$ cat config.mk
export PLATFORM = sky130hd
export DESIGN_NAME = byte_stream_tokenizer_unit
export DESIGN_NICKNAME = d
export VERILOG_FILES = /design/src/bst_pkg.sv /design/src/byte_stream_tokenizer_unit.sv /design/src/bst_scan.sv /design/src/bst_outq.sv
export VERILOG_INCLUDE_DIRS = /design/src /design/src/src
export SDC_FILE = /design/constraint.sdc
export NUM_CORES = 1
export LEC_CHECK = 0
export BUFFER_PORTS_ARGS = -buffer_cell sky130_fd_sc_hd__clkbuf_2
export CAP_MARGIN = 20
export CORE_MARGIN = 3
export CORE_UTILIZATION = 25
export CTS_CLUSTER_DIAMETER = 60
export DETAILED_ROUTE_END_ITERATION = 10
export HOLD_SLACK_MARGIN = 0.08
export SLEW_MARGIN = 10
export SYNTH_ARGS = -nofsm -noshare
export SYNTH_HDL_FRONTEND = slang
export SYNTH_SLANG_ARGS = --single-unit
$ cat constraint.sdc
create_clock -name clock -period 4.8 [get_ports clock]
set_input_delay 0.48 -clock clock [delete_from_list [all_inputs] [get_ports clock]]
set_output_delay 0.48 -clock clock [all_outputs]
set_load 0.02 [all_outputs]
$ cat src/assert_macros.svh
// Assertion macros used by the tokenizer RTL.
`ifndef ASSERT_MACROS_SVH
`define ASSERT_MACROS_SVH

// Same-cycle implication, disabled during reset.
`define ASSERT_IMPLIES(name, clk, rst, ante, cons) \
   name: assert property (@(posedge clk) disable iff (rst) (ante) |-> (cons)) \
      else $error("tokenizer assertion failed");

// Next-cycle implication, disabled during reset.
`define ASSERT_NEXT(name, clk, rst, ante, cons) \
   name: assert property (@(posedge clk) disable iff (rst) (ante) |=> (cons)) \
      else $error("tokenizer assertion failed");

`endif

$ cat src/bst_pkg.sv
// Package: token kinds, character codes and result types of the tokenizer.
`timescale 1ns / 1ps
`default_nettype none
package bst_pkg;

   localparam int ROW_BITS   = 16;
   localparam int LEN_BITS   = 16;
   localparam int OFF_BITS   = 24;
   localparam int VALUE_BITS = 31;

   localparam logic [ROW_BITS-1:0]   POS_MAX = 16'hFFFF;
   localparam logic [VALUE_BITS-1:0] NUM_MAX = 31'h7FFF_FFFF;

   localparam logic [7:0] CHAR_TAB     = 8'h09;
   localparam logic [7:0] CHAR_CR      = 8'h0D;
   localparam logic [7:0] CHAR_NEWLINE = 8'h0A;
   localparam logic [7:0] CHAR_SPACE   = 8'h20;
   localparam logic [7:0] CHAR_QUOTE   = 8'h22;
   localparam logic [7:0] CHAR_HASH    = 8'h23;
   localparam logic [7:0] CHAR_LPAREN  = 8'h28;
   localparam logic [7:0] CHAR_RPAREN  = 8'h29;
   localparam logic [7:0] CHAR_ZERO    = 8'h30;
   localparam logic [7:0] CHAR_NINE    = 8'h39;
   localparam logic [7:0] CHAR_SEMI    = 8'h3B;
   localparam logic [7:0] CHAR_UPPER_A = 8'h41;
   localparam logic [7:0] CHAR_UPPER_Z = 8'h5A;
   localparam logic [7:0] CHAR_LOWER_A = 8'h61;
   localparam logic [7:0] CHAR_LOWER_Z = 8'h7A;
   localparam logic [7:0] CHAR_LBRACE  = 8'h7B;
   localparam logic [7:0] CHAR_RBRACE  = 8'h7D;

   typedef enum logic [3:0] {
      KIND_IDENT  = 4'd0,
      KIND_LPAREN = 4'd1,
      KIND_RPAREN = 4'd2,
      KIND_LBRACE = 4'd3,
      KIND_RBRACE = 4'd4,
      KIND_SEMI   = 4'd5,
      KIND_NUMBER = 4'd6,
      KIND_STRING = 4'd7,
      KIND_ERROR  = 4'd8
   } bst_kind_type;

   typedef struct packed {
      bst_kind_type          kind;
      logic [ROW_BITS-1:0]   row;
      logic [ROW_BITS-1:0]   col;
      logic [OFF_BITS-1:0]   offset;
      logic [LEN_BITS-1:0]   length;
      logic [VALUE_BITS-1:0] value;
      logic                  last;
   } bst_result_type;

   // Results produced by one request: count is 0, 1 or 2, r0 goes out first.
   typedef struct packed {
      logic [1:0]     count;
      bst_result_type r0;
      bst_result_type r1;
   } bst_push_type;

endpackage
`default_nettype wire

$ cat src/byte_stream_tokenizer_unit.sv
// Top level of the byte stream tokenizer.
`timescale 1ns / 1ps
`default_nettype none
// Byte stream tokenizer. Source text enters one byte per request; tokens
// (identifiers, ( ) { } ;, decimal numbers, double-quoted strings, error
// tokens for unknown bytes) leave one per response, each with its kind,
// start row/column/offset, text length and, for numbers, a saturating value.
// A request may cause zero, one or two responses; rsp_last_of_run marks the
// last response caused by a request. end_marker flushes a pending token and
// returns all position counters to zero.
// Rate: one request per clock while req_stall is low. The scanner state updates in the cycle a
// request is taken, and its results land in a three-entry result queue that
// drives the rsp_ ports from registers. req_stall rises when the queue, after
// this cycle's pop, has fewer than two free slots. With rsp_stall low the
// block takes one request per clock, except that a request yielding two
// tokens leaves one result queued; a second two-token request that comes
// before any token-free request then fills the queue, and the request after
// it is stalled until a pop leaves room for two results.
// OFFSET_BITS sets the width of the internal byte offset counter; the
// offset wraps at 2^OFFSET_BITS and its low 24 bits are reported.
module byte_stream_tokenizer_unit #(
   parameter int OFFSET_BITS = 24
) (
   input  wire logic         clock,
   input  wire logic         reset,

   input  wire logic         req_valid,
   output logic              req_stall,
   input  wire logic [7:0]   req_char_byte,
   input  wire logic         req_end_marker,

   output logic              rsp_valid,
   input  wire logic         rsp_stall,
   output logic [3:0]        rsp_token_kind,
   output logic [15:0]       rsp_start_row,
   output logic [15:0]       rsp_start_col,
   output logic [23:0]       rsp_start_offset,
   output logic [15:0]       rsp_text_length,
   output logic [30:0]       rsp_number_value,
   output logic              rsp_last_of_run
);
   import bst_pkg::*;

   logic            take;      // request accepted this cycle
   bst_push_type    push;      // results of the accepted request
   bst_result_type  head;      // oldest queued result

   assign take = req_valid && !req_stall;

   // scanner: mode, position counters and the pending token
   bst_scan #(
      .OFFSET_BITS (OFFSET_BITS)
   ) u_scan (
      .clock      (clock),
      .reset      (reset),
      .take       (take),
      .char_byte  (req_char_byte),
      .end_marker (req_end_marker),
      .push       (push)
   );

   // result queue decouples the response side from the scanner
   bst_outq u_outq (
      .clock     (clock),
      .reset     (reset),
      .take      (take),
      .push      (push),
      .rsp_stall (rsp_stall),
      .req_stall (req_stall),
      .rsp_valid (rsp_valid),
      .head      (head)
   );

   assign rsp_token_kind   = head.kind;
   assign rsp_start_row    = head.row;
   assign rsp_start_col    = head.col;
   assign rsp_start_offset = head.offset;
   assign rsp_text_length  = head.length;
   assign rsp_number_value = head.value;
   assign rsp_last_of_run  = head.last;

endmodule
`default_nettype wire

$ cat src/bst_scan.sv
// Scanner: running position and token state, and the results of one request.
`timescale 1ns / 1ps
`default_nettype none
module bst_scan #(
   parameter int OFFSET_BITS = 24
) (
   input  wire logic                clock,
   input  wire logic                reset,
   input  wire logic                take,
   input  wire logic [7:0]          char_byte,
   input  wire logic                end_marker,
   output bst_pkg::bst_push_type    push
);
   import bst_pkg::*;

   typedef enum logic [2:0] {
      MODE_IDLE,
      MODE_IDENT,
      MODE_NUMBER,
      MODE_STRING,
      MODE_COMMENT
   } mode_type;

   mode_type                mode_ff, mode_in;
   logic [ROW_BITS-1:0]     cur_row_ff, cur_row_in;
   logic [ROW_BITS-1:0]     cur_col_ff, cur_col_in;
   logic [OFFSET_BITS-1:0]  cur_off_ff, cur_off_in;
   logic [ROW_BITS-1:0]     tok_row_ff, tok_row_in;
   logic [ROW_BITS-1:0]     tok_col_ff, tok_col_in;
   logic [OFFSET_BITS-1:0]  tok_off_ff, tok_off_in;
   logic [LEN_BITS-1:0]     tok_len_ff, tok_len_in;
   logic [VALUE_BITS-1:0]   num_ff, num_in;

   logic                    is_alpha, is_digit, is_space, is_punct;
   bst_kind_type            punct_kind;
   logic [3:0]              digit_val;
   logic [VALUE_BITS+3:0]   num_prod;
   logic [VALUE_BITS-1:0]   num_sat;
   logic [OFFSET_BITS-1:0]  cur_off_inc;
   logic [LEN_BITS-1:0]     len_grow;

   // outcome of a byte seen between tokens
   logic                    idle_emit, idle_mark;
   mode_type                idle_mode;
   logic [OFFSET_BITS-1:0]  idle_off;
   logic [LEN_BITS-1:0]     idle_len;
   logic [VALUE_BITS-1:0]   idle_num;
   bst_result_type          idle_res, pend_res, r0, r1;
   bst_kind_type            idle_kind, pend_kind;
   logic [1:0]              cnt;

   assign is_alpha = (char_byte >= CHAR_LOWER_A && char_byte <= CHAR_LOWER_Z) ||
                     (char_byte >= CHAR_UPPER_A && char_byte <= CHAR_UPPER_Z);
   assign is_digit = char_byte >= CHAR_ZERO && char_byte <= CHAR_NINE;
   assign is_space = char_byte == CHAR_SPACE ||
                     (char_byte >= CHAR_TAB && char_byte <= CHAR_CR);
   assign digit_val = char_byte[3:0];

   always_comb begin
      is_punct   = 1'b1;
      punct_kind = KIND_ERROR;
      unique case (char_byte)
         CHAR_LPAREN: punct_kind = KIND_LPAREN;
         CHAR_RPAREN: punct_kind = KIND_RPAREN;
         CHAR_LBRACE: punct_kind = KIND_LBRACE;
         CHAR_RBRACE: punct_kind = KIND_RBRACE;
         CHAR_SEMI:   punct_kind = KIND_SEMI;
         default:     is_punct   = 1'b0;
      endcase
   end

   // value * 10 + digit, saturating
   assign num_prod = (VALUE_BITS+4)'({num_ff, 3'b000}) +
                     (VALUE_BITS+4)'({num_ff, 1'b0}) +
                     (VALUE_BITS+4)'(digit_val);
   assign num_sat  = (num_prod > (VALUE_BITS+4)'(NUM_MAX)) ? NUM_MAX
                                                           : num_prod[VALUE_BITS-1:0];
   assign cur_off_inc = cur_off_ff + OFFSET_BITS'(1);
   assign len_grow    = (tok_len_ff < POS_MAX) ? tok_len_ff + LEN_BITS'(1) : tok_len_ff;

   always_comb begin
      unique case (mode_ff)
         MODE_IDENT:  pend_kind = KIND_IDENT;
         MODE_NUMBER: pend_kind = KIND_NUMBER;
         default:     pend_kind = KIND_STRING;
      endcase
      pend_res = '{kind: pend_kind, row: tok_row_ff, col: tok_col_ff,
                   offset: OFF_BITS'(tok_off_ff), length: tok_len_ff,
                   value: (mode_ff == MODE_NUMBER) ? num_ff : '0, last: 1'b0};
   end

   always_comb begin
      idle_emit = 1'b0;
      idle_mark = 1'b0;
      idle_mode = MODE_IDLE;
      idle_off  = cur_off_ff;
      idle_len  = LEN_BITS'(1);
      idle_num  = '0;
      idle_kind = is_punct ? punct_kind : KIND_ERROR;
      priority if (is_space) begin
      end else if (char_byte == CHAR_HASH) begin
         idle_mode = MODE_COMMENT;
      end else if (is_alpha) begin
         idle_mark = 1'b1;
         idle_mode = MODE_IDENT;
      end else if (is_digit) begin
         idle_mark = 1'b1;
         idle_mode = MODE_NUMBER;
         idle_num  = VALUE_BITS'(digit_val);
      end else if (char_byte == CHAR_QUOTE) begin
         idle_mark = 1'b1;
         idle_mode = MODE_STRING;
         idle_off  = cur_off_inc;
         idle_len  = '0;
      end else begin
         idle_emit = 1'b1;
      end
      idle_res = '{kind: idle_kind, row: cur_row_ff, col: cur_col_ff,
                   offset: OFF_BITS'(cur_off_ff), length: LEN_BITS'(1),
                   value: '0, last: 1'b0};
   end

   always_comb begin
      logic use_idle;
      use_idle   = 1'b0;
      mode_in    = mode_ff;
      tok_row_in = tok_row_ff;
      tok_col_in = tok_col_ff;
      tok_off_in = tok_off_ff;
      tok_len_in = tok_len_ff;
      num_in     = num_ff;
      cnt        = 2'd0;
      r0         = pend_res;
      r1         = idle_res;

      if (char_byte == CHAR_NEWLINE) begin
         cur_row_in = (cur_row_ff < POS_MAX) ? cur_row_ff + ROW_BITS'(1) : cur_row_ff;
         cur_col_in = '0;
      end else begin
         cur_row_in = cur_row_ff;
         cur_col_in = (cur_col_ff < POS_MAX) ? cur_col_ff + ROW_BITS'(1) : cur_col_ff;
      end
      cur_off_in = cur_off_inc;

      if (end_marker) begin
         if (mode_ff == MODE_IDENT || mode_ff == MODE_NUMBER || mode_ff == MODE_STRING) begin
            cnt = 2'd1;
         end
         mode_in    = MODE_IDLE;
         cur_row_in = '0;
         cur_col_in = '0;
         cur_off_in = '0;
         tok_row_in = '0;
         tok_col_in = '0;
         tok_off_in = '0;
         tok_len_in = '0;
         num_in     = '0;
      end else begin
         unique case (mode_ff)
            MODE_IDENT: begin
               if (is_alpha || is_digit) begin
                  tok_len_in = len_grow;
               end else begin
                  use_idle = 1'b1;
                  cnt      = idle_emit ? 2'd2 : 2'd1;
               end
            end
            MODE_NUMBER: begin
               if (is_digit) begin
                  num_in     = num_sat;
                  tok_len_in = len_grow;
               end else begin
                  use_idle = 1'b1;
                  cnt      = idle_emit ? 2'd2 : 2'd1;
               end
            end
            MODE_STRING: begin
               if (char_byte == CHAR_QUOTE) begin
                  mode_in = MODE_IDLE;
                  cnt     = 2'd1;
               end else begin
                  tok_len_in = len_grow;
               end
            end
            MODE_COMMENT: begin
               if (char_byte == CHAR_NEWLINE) begin
                  mode_in = MODE_IDLE;
               end
            end
            default: begin
               use_idle = 1'b1;
               r0       = idle_res;
               cnt      = idle_emit ? 2'd1 : 2'd0;
            end
         endcase
         if (use_idle) begin
            mode_in = idle_mode;
            if (idle_mark) begin
               tok_row_in = cur_row_ff;
               tok_col_in = cur_col_ff;
               tok_off_in = idle_off;
               tok_len_in = idle_len;
               num_in     = idle_num;
            end
         end
      end

      r0.last    = (cnt == 2'd1);
      r1.last    = (cnt == 2'd2);
      push.count = cnt;
      push.r0    = r0;
      push.r1    = r1;
   end

   always_ff @(posedge clock) begin
      if (reset) begin
         mode_ff    <= MODE_IDLE;
         cur_row_ff <= '0;
         cur_col_ff <= '0;
         cur_off_ff <= '0;
         tok_row_ff <= '0;
         tok_col_ff <= '0;
         tok_off_ff <= '0;
         tok_len_ff <= '0;
         num_ff     <= '0;
      end else if (take) begin
         mode_ff    <= mode_in;
         cur_row_ff <= cur_row_in;
         cur_col_ff <= cur_col_in;
         cur_off_ff <= cur_off_in;
         tok_row_ff <= tok_row_in;
         tok_col_ff <= tok_col_in;
         tok_off_ff <= tok_off_in;
         tok_len_ff <= tok_len_in;
         num_ff     <= num_in;
      end
   end

endmodule
`default_nettype wire

$ cat src/bst_outq.sv
// Result queue: three registered result slots, up to two pushed and one popped a cycle while rsp_stall is low.
`timescale 1ns / 1ps
`default_nettype none
`include "assert_macros.svh"
module bst_outq (
   input  wire logic                   clock,
   input  wire logic                   reset,
   input  wire logic                   take,
   input  bst_pkg::bst_push_type       push,
   input  wire logic                   rsp_stall,
   output logic                        req_stall,
   output logic                        rsp_valid,
   output bst_pkg::bst_result_type     head
);
   import bst_pkg::*;

   localparam int DEPTH = 3;

   bst_result_type q_ff [DEPTH];
   bst_result_type q_in [DEPTH];
   bst_result_type shifted [DEPTH];
   logic [1:0]     count_ff, count_in;
   logic [1:0]     base, push_num;
   logic           pop;

   assign rsp_valid = count_ff != 2'd0;
   assign head      = q_ff[0];
   assign pop       = rsp_valid && !rsp_stall;
   // room for two results once this cycle's pop is counted
   assign req_stall = !(count_ff < 2'd2 || (count_ff == 2'd2 && pop));
   assign push_num  = take ? push.count : 2'd0;
   assign base      = count_ff - {1'b0, pop};
   assign count_in  = base + push_num;

   always_comb begin
      shifted[0] = pop ? q_ff[1] : q_ff[0];
      shifted[1] = pop ? q_ff[2] : q_ff[1];
      shifted[2] = q_ff[2];
      for (int i = 0; i < DEPTH; i++) begin
         q_in[i] = shifted[i];
         if (push_num != 2'd0 && base == 2'(i)) begin
            q_in[i] = push.r0;
         end
         if (push_num == 2'd2 && base + 2'd1 == 2'(i)) begin
            q_in[i] = push.r1;
         end
      end
   end

   always_ff @(posedge clock) begin
      if (reset) begin
         count_ff <= '0;
      end else begin
         count_ff <= count_in;
      end
      for (int i = 0; i < DEPTH; i++) begin
         q_ff[i] <= q_in[i];
      end
   end

   `ASSERT_IMPLIES(a_room_for_two, clock, reset, take && count_ff == 2'd2, pop)
   `ASSERT_IMPLIES(a_push_count, clock, reset, take, push.count != 2'd3)
   `ASSERT_NEXT(a_drain, clock, reset, pop && push_num == 2'd0, count_ff == $past(count_ff) - 2'd1)

endmodule
`default_nettype wire
==> flow_metrics.env, run 1 <==
export IMPL_arrival_ns=4.94
export IMPL_drv_slew=0
export IMPL_drt_iter0_drc=1576
export IMPL_grt_pass1_vias=19778
export IMPL_worst_path_most_repeated_cell="inv_1"
export IMPL_clkTransAtPathRegs_ns=0.06
export IMPL_clk_latency_ns=0.64
export IMPL_drt_first_pass_iters=5
export IMPL_grt_pass1_wl_um=117000
export IMPL_hold_path_class="in -> reg"
export IMPL_fill_cells=10579
export IMPL_yosys_warnings=0
export IMPL_dp_cells=3985
export IMPL_critPathCaptureType="flop"
export IMPL_netlist_area_mm2=0.0255
export IMPL_critPathTopFamily="compound AO/OA/AOI/OAI gates"
export IMPL_synthFlopType="dfxtp_1"
export IMPL_placementRows=116
export IMPL_cp_slowest_cell="or4_4"
export IMPL_tightest_slew_ns=1.13
export IMPL_hold_viol_final=0
export IMPL_synthToLayoutAreaGrowth_pct=11.8
export IMPL_met1_length_um=33400
export IMPL_leakagePower_nw=10.9
export IMPL_cts_buffers=56
export IMPL_cts_root_buffer="clkbuf_16"
export IMPL_fin_util_pct=28.3
export IMPL_critical_path_buf_inv_count=3
export IMPL_viasPerCell=5.00
export IMPL_dp_hpwl_um=46700
export IMPL_p_per_area_mw_per_mm2=457
export IMPL_die_height_um=325
export IMPL_die_x_um=325
export IMPL_vias=20487
export IMPL_layout_commonest_cell="dfxtp_1"
export IMPL_start_util_pct=25.3
export IMPL_startpoint_type="flop"
export IMPL_min_period_ns=4.43
export IMPL_synth_async_reset_ratio_pct=0
export IMPL_grt_overflow=0
export IMPL_wl_met2_um=33200
export IMPL_synth_seq_cells=488
export IMPL_ios=123
export IMPL_worstPathCellList="inv_1 -> fa_1 -> inv_1 -> ha_1 -> a211oi_2 -> o41ai_2 -> o41ai_1 -> buf_4 -> nand2_2 -> a31oi_1 -> mux2_1 -> or4_4 -> o311ai_0 -> nand2_1"
export IMPL_setup_viol=0
export IMPL_track_usage_pct=13.6
export IMPL_cpPeakStageDelay_ns=0.67
export IMPL_wire_per_inst_um=18.1
export IMPL_slew_headroom_pct=23.4
export IMPL_crit_type="reg -> reg"
export IMPL_max_freq_mhz=226
export IMPL_syn_nets=2895
export IMPL_wl_met3_um=5410
export IMPL_crit_fanout=23
export IMPL_maxCapViolations=0
export IMPL_stdcell_count=4097
export IMPL_holdWs_ns=0.238
export IMPL_nNetsFinal=2768
export IMPL_port_buffers=122
export IMPL_cts_tree="done"
export IMPL_dp_slack_ns=0.190
export IMPL_synth_yosys_seq_area_share_pct=45.6
export IMPL_status="finished clean"
export IMPL_gp_congestion=0.880
export IMPL_synth_cell_types=86
export IMPL_setup_tns_ns=0
export IMPL_drt_total_wl_um=74200
export IMPL_ant_nets=0
export IMPL_hold_buffers=0
export IMPL_routed_top_layer="met5"
export IMPL_mostFrequentLayoutCells="dfxtp_1 (305), nand2_1 (283), nor2_1 (280)"
export IMPL_drive_gt1_share_pct=11.3
export IMPL_coreArea_mm2=0.101
export IMPL_cp_required_ns=5.32
export IMPL_fin_worst_skew_ns=0.0625
export IMPL_final_period_utilization_pct=92.2
export IMPL_clockBufferDepth=3
export IMPL_rsz0062_at_grt="no"
export IMPL_dieArea_mm2=0.106
export IMPL_finalWorstSetupSlack_ns=0.375
export IMPL_synthCells=2813
export IMPL_antenna_found_initial=10
export IMPL_syn_area_per_cell_um2=9.05
export IMPL_synth_edf_count=183
export IMPL_drc=0
export IMPL_clock_sink_count=488
export IMPL_htree_levels=2
export IMPL_irDropWorstVdd_v=0.000356
export IMPL_grt_max_degree=212
[power by group]
part | leakage, nW | internal (mW) | switching, mW
registers | 4.23 | 5.13 | 0.329
logic | 5.73 | 1.04 | 2.08
clock network | 0.945 | 2.57 | 1.84
total | 10.9 | 8.75 | 4.25
[cell usage after synthesis, types with 5 or more instances]
cell type	count	area (um2)
o211a_1	5	50.1
or3_1	16	100
o21a_1	6	45.0
a211oi_1	112	841
a221oi_1	9	78.8
a21oi_1	244	1220
mux2i_1	95	951
edfxtp_1	183	5500
o21bai_1	5	37.5
buf_2	63	315
and3_1	22	138
and2_1	10	62.6
nand3_1	148	741
ha_1	67	838
inv_1	34	128
buf_4	113	848
a31oi_1	6	37.5
nand3b_1	7	52.6
o22ai_1	62	388
dfxtp_1	305	6110
o31ai_1	5	37.5
a21o_1	19	143
nand2_1	286	1070
a22oi_1	62	465
nor4_1	7	43.8
nor2_1	284	1070
o211ai_1	62	465
a22o_1	59	517
xnor2_1	36	315
nor3_1	35	175
nand4_1	19	119
nand2b_1	17	106
clkbuf_1	174	653
or2_2	5	31.3
nor2b_1	7	43.8
o22a_1	9	78.8
o21ai_1	5	25.0
xor2_1	53	464
o21ai_0	73	365
[metrics by stage]
step | cell area, um2 | power (mW)
4_1_cts | 28400 | 13.2
2_1_floorplan | 25500 | 7.97
6_report | 28500 | 13.0
3_3_place_gp | 26500 | 8.71
5_1_grt | 28500 | 13.7
3_5_place_dp | 26500 | 8.74
[flip-flops by register name (all words and copies together) (netlist names)]
register,flops
u_outq.q_ff,324
u_scan.num_ff,31
u_scan.cur_off_ff,24
u_scan.tok_off_ff,24
u_scan.cur_col_ff,16
u_scan.cur_row_ff,16
u_scan.tok_col_ff,16
u_scan.tok_len_ff,16
u_scan.tok_row_ff,16
u_scan.mode_ff,3
u_outq.count_ff,2
[final timing paths]
path              slack (ns)                   to  depth (start not counted)                start
setup / recovery        0.37     u_scan.num_ff[9]                         14     u_scan.num_ff[0]
hold / removal          0.24     u_scan.num_ff[0]                          3     req_char_byte[0]
setup reg to reg        0.37     u_scan.num_ff[9]                         14     u_scan.num_ff[0]
hold reg to reg         0.45  u_outq.q_ff[0][222]                          2  u_outq.q_ff[0][222]
[worst reg2reg max path: stages, from the launching register on]
cell and delay, ns:
dfxtp_1 0.45, inv_1 0.09, fa_1 0.56, inv_1 0.06, ha_1 0.32, a211oi_2 0.29
o41ai_2 0.13, o41ai_1 0.41, buf_4 0.19, nand2_2 0.08, a31oi_1 0.21, mux2_1 0.38
or4_4 0.67, o311ai_0 0.38, nand2_1 0.09
[cells by family (layout without fill, tap and decap cells)]
logic type	Yosys count	in the layout	share of synthesized area, %
multiplexers	96	96	3.78
other	0	7	0
buffers and inverters	393	313	7.84
AND/OR/NAND/NOR	883	883	15.4
flip-flops	488	488	45.6
AO/OA/AOI/OAI	795	795	20.9
XOR/XNOR	89	89	3.06
adder cells (fa/ha/maj)	69	69	3.45
[metal layers]
metal / GRT usage [%] / up-vias
met5: 0 / -
met4: 4.79 / 4
met3: 3.26 / 121
met2: 21.2 / 582
met1: 18.2 / 9878
li1: - / 9902
[final cells by class]
class | count | area [um2] | area share (%)
inverter | 36 | 135 | 0.475
tap | 1357 | 1700 | 5.97
sequential | 488 | 11600 | 40.8
multi-input combinational | 1932 | 12000 | 42.2
clock buffer | 74 | 1550 | 5.45
antenna | 7 | 17.5 | 0.0615
clock inverter | 31 | 360 | 1.27
timing repair buffer | 172 | 1090 | 3.82
[what timing repair did]
item | CTS | global route
endpoints found under the setup margin | 0 | 1
endpoints found under the hold margin | 0 | 0
buffers inserted | 0 | 0
resized for setup | 0 | 1
Power figures use the tool's default switching activity.
==> inputs of run 2 (changes only) <==
==> constraint.sdc (replaced) <==
create_clock -name clock -period 4.4 [get_ports clock]
set_input_delay 0.44 -clock clock [delete_from_list [all_inputs] [get_ports clock]]
set_output_delay 0.44 -clock clock [all_outputs]
set_load 0.02 [all_outputs]
==> flow_metrics.env, run 2 (synthesized netlist as in run 1, its figures left out) <==
export IMPL_coreArea_mm2=0.101
export IMPL_ff2ff_path_depth=16
export IMPL_antenna_found_initial=6
export IMPL_startpoint_type="flop"
export IMPL_ant_nets=0
export IMPL_vias=20674
export IMPL_critPathCaptureType="flop"
export IMPL_arrival_ns=4.62
export IMPL_nNetsFinal=2798
export IMPL_top_regs="u_outq.q_ff (324), u_scan.num_ff (31)"
export IMPL_drt_first_pass_iters=7
export IMPL_setup_tns_ns=0
export IMPL_layout_commonest_cell="dfxtp_1"
export IMPL_viasPerCell=5.01
export IMPL_cts_buffers=57
export IMPL_fill_cells=10577
export IMPL_placementRows=116
export IMPL_dp_slack_ns=-0.0184
export IMPL_irDropWorstVdd_v=0.000328
export IMPL_drive_gt1_share_pct=12.3
export IMPL_critPathLaunch="u_scan.num_ff[0]"
export IMPL_min_period_ns=4.16
export IMPL_multi_input_area_mm2=0.0120
export IMPL_drt_iter0_drc=1728
export IMPL_tightest_slew_ns=1.18
export IMPL_status="finished clean"
export IMPL_final_period_utilization_pct=94.6
export IMPL_grt_pass1_vias=19699
export IMPL_crit_end="u_scan.num_ff[8]"
export IMPL_rr_startpoint="u_scan.num_ff[0]"
export IMPL_drc=0
export IMPL_clockBufferDepth=3
export IMPL_seq_area_mm2=0.0116
export IMPL_clock_sink_count=488
export IMPL_setup_viol=0
export IMPL_post_cts_repair_setup_buffers=0
export IMPL_slew_headroom_pct=20.4
export IMPL_drt_total_wl_um=74700
export IMPL_clk_latency_ns=0.65
export IMPL_hold_buffers=0
export IMPL_mostFrequentLayoutCells="dfxtp_1 (305), nand2_1 (283), nor2_1 (280)"
export IMPL_ios=123
export IMPL_track_usage_pct=13.6
export IMPL_dp_hpwl_um=47500
export IMPL_hold_viol_final=0
export IMPL_crit_fanout=13
export IMPL_max_freq_mhz=240
export IMPL_grt_overflow=0
export IMPL_dieArea_mm2=0.106
export IMPL_start_util_pct=25.3
export IMPL_worst_r2r_endpoint="u_scan.num_ff[8]"
export IMPL_drv_slew=0
export IMPL_largest_reg_flops=324
export IMPL_cp_required_ns=4.86
export IMPL_clkTransAtPathRegs_ns=0.06
export IMPL_fin_worst_skew_ns=0.0855
export IMPL_synthToLayoutAreaGrowth_pct=13.2
export IMPL_grt_pass1_wl_um=118000
export IMPL_die_x_um=325
export IMPL_cts_tree="done"
export IMPL_wire_per_inst_um=18.1
export IMPL_die_height_um=325
export IMPL_holdWs_ns=0.218
export IMPL_r2r_setup_slack_ns=0.24
export IMPL_p_per_area_mw_per_mm2=502
export IMPL_fin_util_pct=28.6
export IMPL_rsz0062_at_grt="no"
export IMPL_grt_max_degree=95
export IMPL_cts_root_buffer="clkbuf_16"
export IMPL_postCtsResizedCells=0
export IMPL_htree_levels=2
export IMPL_port_buffers=122
export IMPL_maxCapViolations=0
export IMPL_hold_path_class="in -> reg"
export IMPL_leakagePower_nw=11.1
export IMPL_finalWorstSetupSlack_ns=0.238
export IMPL_regMostFlops="u_outq.q_ff"
export IMPL_gp_congestion=0.884
export IMPL_crit_type="reg -> reg"
run 2: worst max-delay path, stage by stage, from the launching register on:
cell,delay [ns]
dfxtp_1,0.32
inv_1,0.06
fa_1,0.52
inv_1,0.05
ha_1,0.30
a211oi_1,0.24
buf_4,0.15
o41ai_2,0.08
o41ai_1,0.39
buf_4,0.19
nand2_2,0.06
a31oi_1,0.19
mux2_1,0.37
or4_4,0.63
buf_4,0.19
a211oi_1,0.19
nor2_1,0.07
run 2: area by class of cell:
class                           count  share of cell area [%]
Tap cell                         1357                    5.89
Timing Repair Buffer              201                    4.53
Antenna cell                        5                  0.0434
Inverter                           36                   0.469
Clock buffer                       75                    5.54
Multi-Input combinational cell   1932                    41.7
Sequential cell                   488                    40.3
Clock inverter                     32                    1.55
run 2: per-stage QoR:
step	power, mW	cell area, um2	cells
after detailed placement	9.55	26800	4014
after global routing	15.2	28800	4123
after CTS	14.6	28800	4121
after floorplan	8.69	25500	2813
final	14.4	28800	4126
after global placement	9.50	26800	4014
run 2: metal layers:
metal	share of wire (%)	vias to the layer above	global-route usage [%]	routed length (um)
met2	45	545	21.7	33900
li1	-	9957	-	-
met4	2.2	4	3.50	1660
met5	0.035	-	0	26
met1	45	10062	18.5	33800
met3	7.0	106	3.32	5240
run 2: worst min path at each step:
stage,cells past startpoint,end,startpoint
4_1_cts,3,u_scan.num_ff[0],req_char_byte[0]
5_1_grt,3,u_scan.num_ff[0],req_char_byte[0]
3_5_place_dp,2,u_outq.q_ff[0][221],u_outq.q_ff[0][221]
2_1_floorplan,2,u_outq.q_ff[0][217],u_outq.q_ff[0][217]
6_report,3,u_scan.num_ff[0],req_char_byte[0]
3_3_place_gp,2,u_outq.q_ff[0][220],u_outq.q_ff[0][220]
run 2: power breakdown:
group / switching (mW) / total [mW] / leakage, nW / internal, mW
registers: 0.334 / 5.94 / 4.23 / 5.60
clock network: 2.05 / 5.05 / 1.00 / 3.00
logic: 2.31 / 3.46 / 5.86 / 1.15
total: 4.69 / 14.4 / 11.1 / 9.76
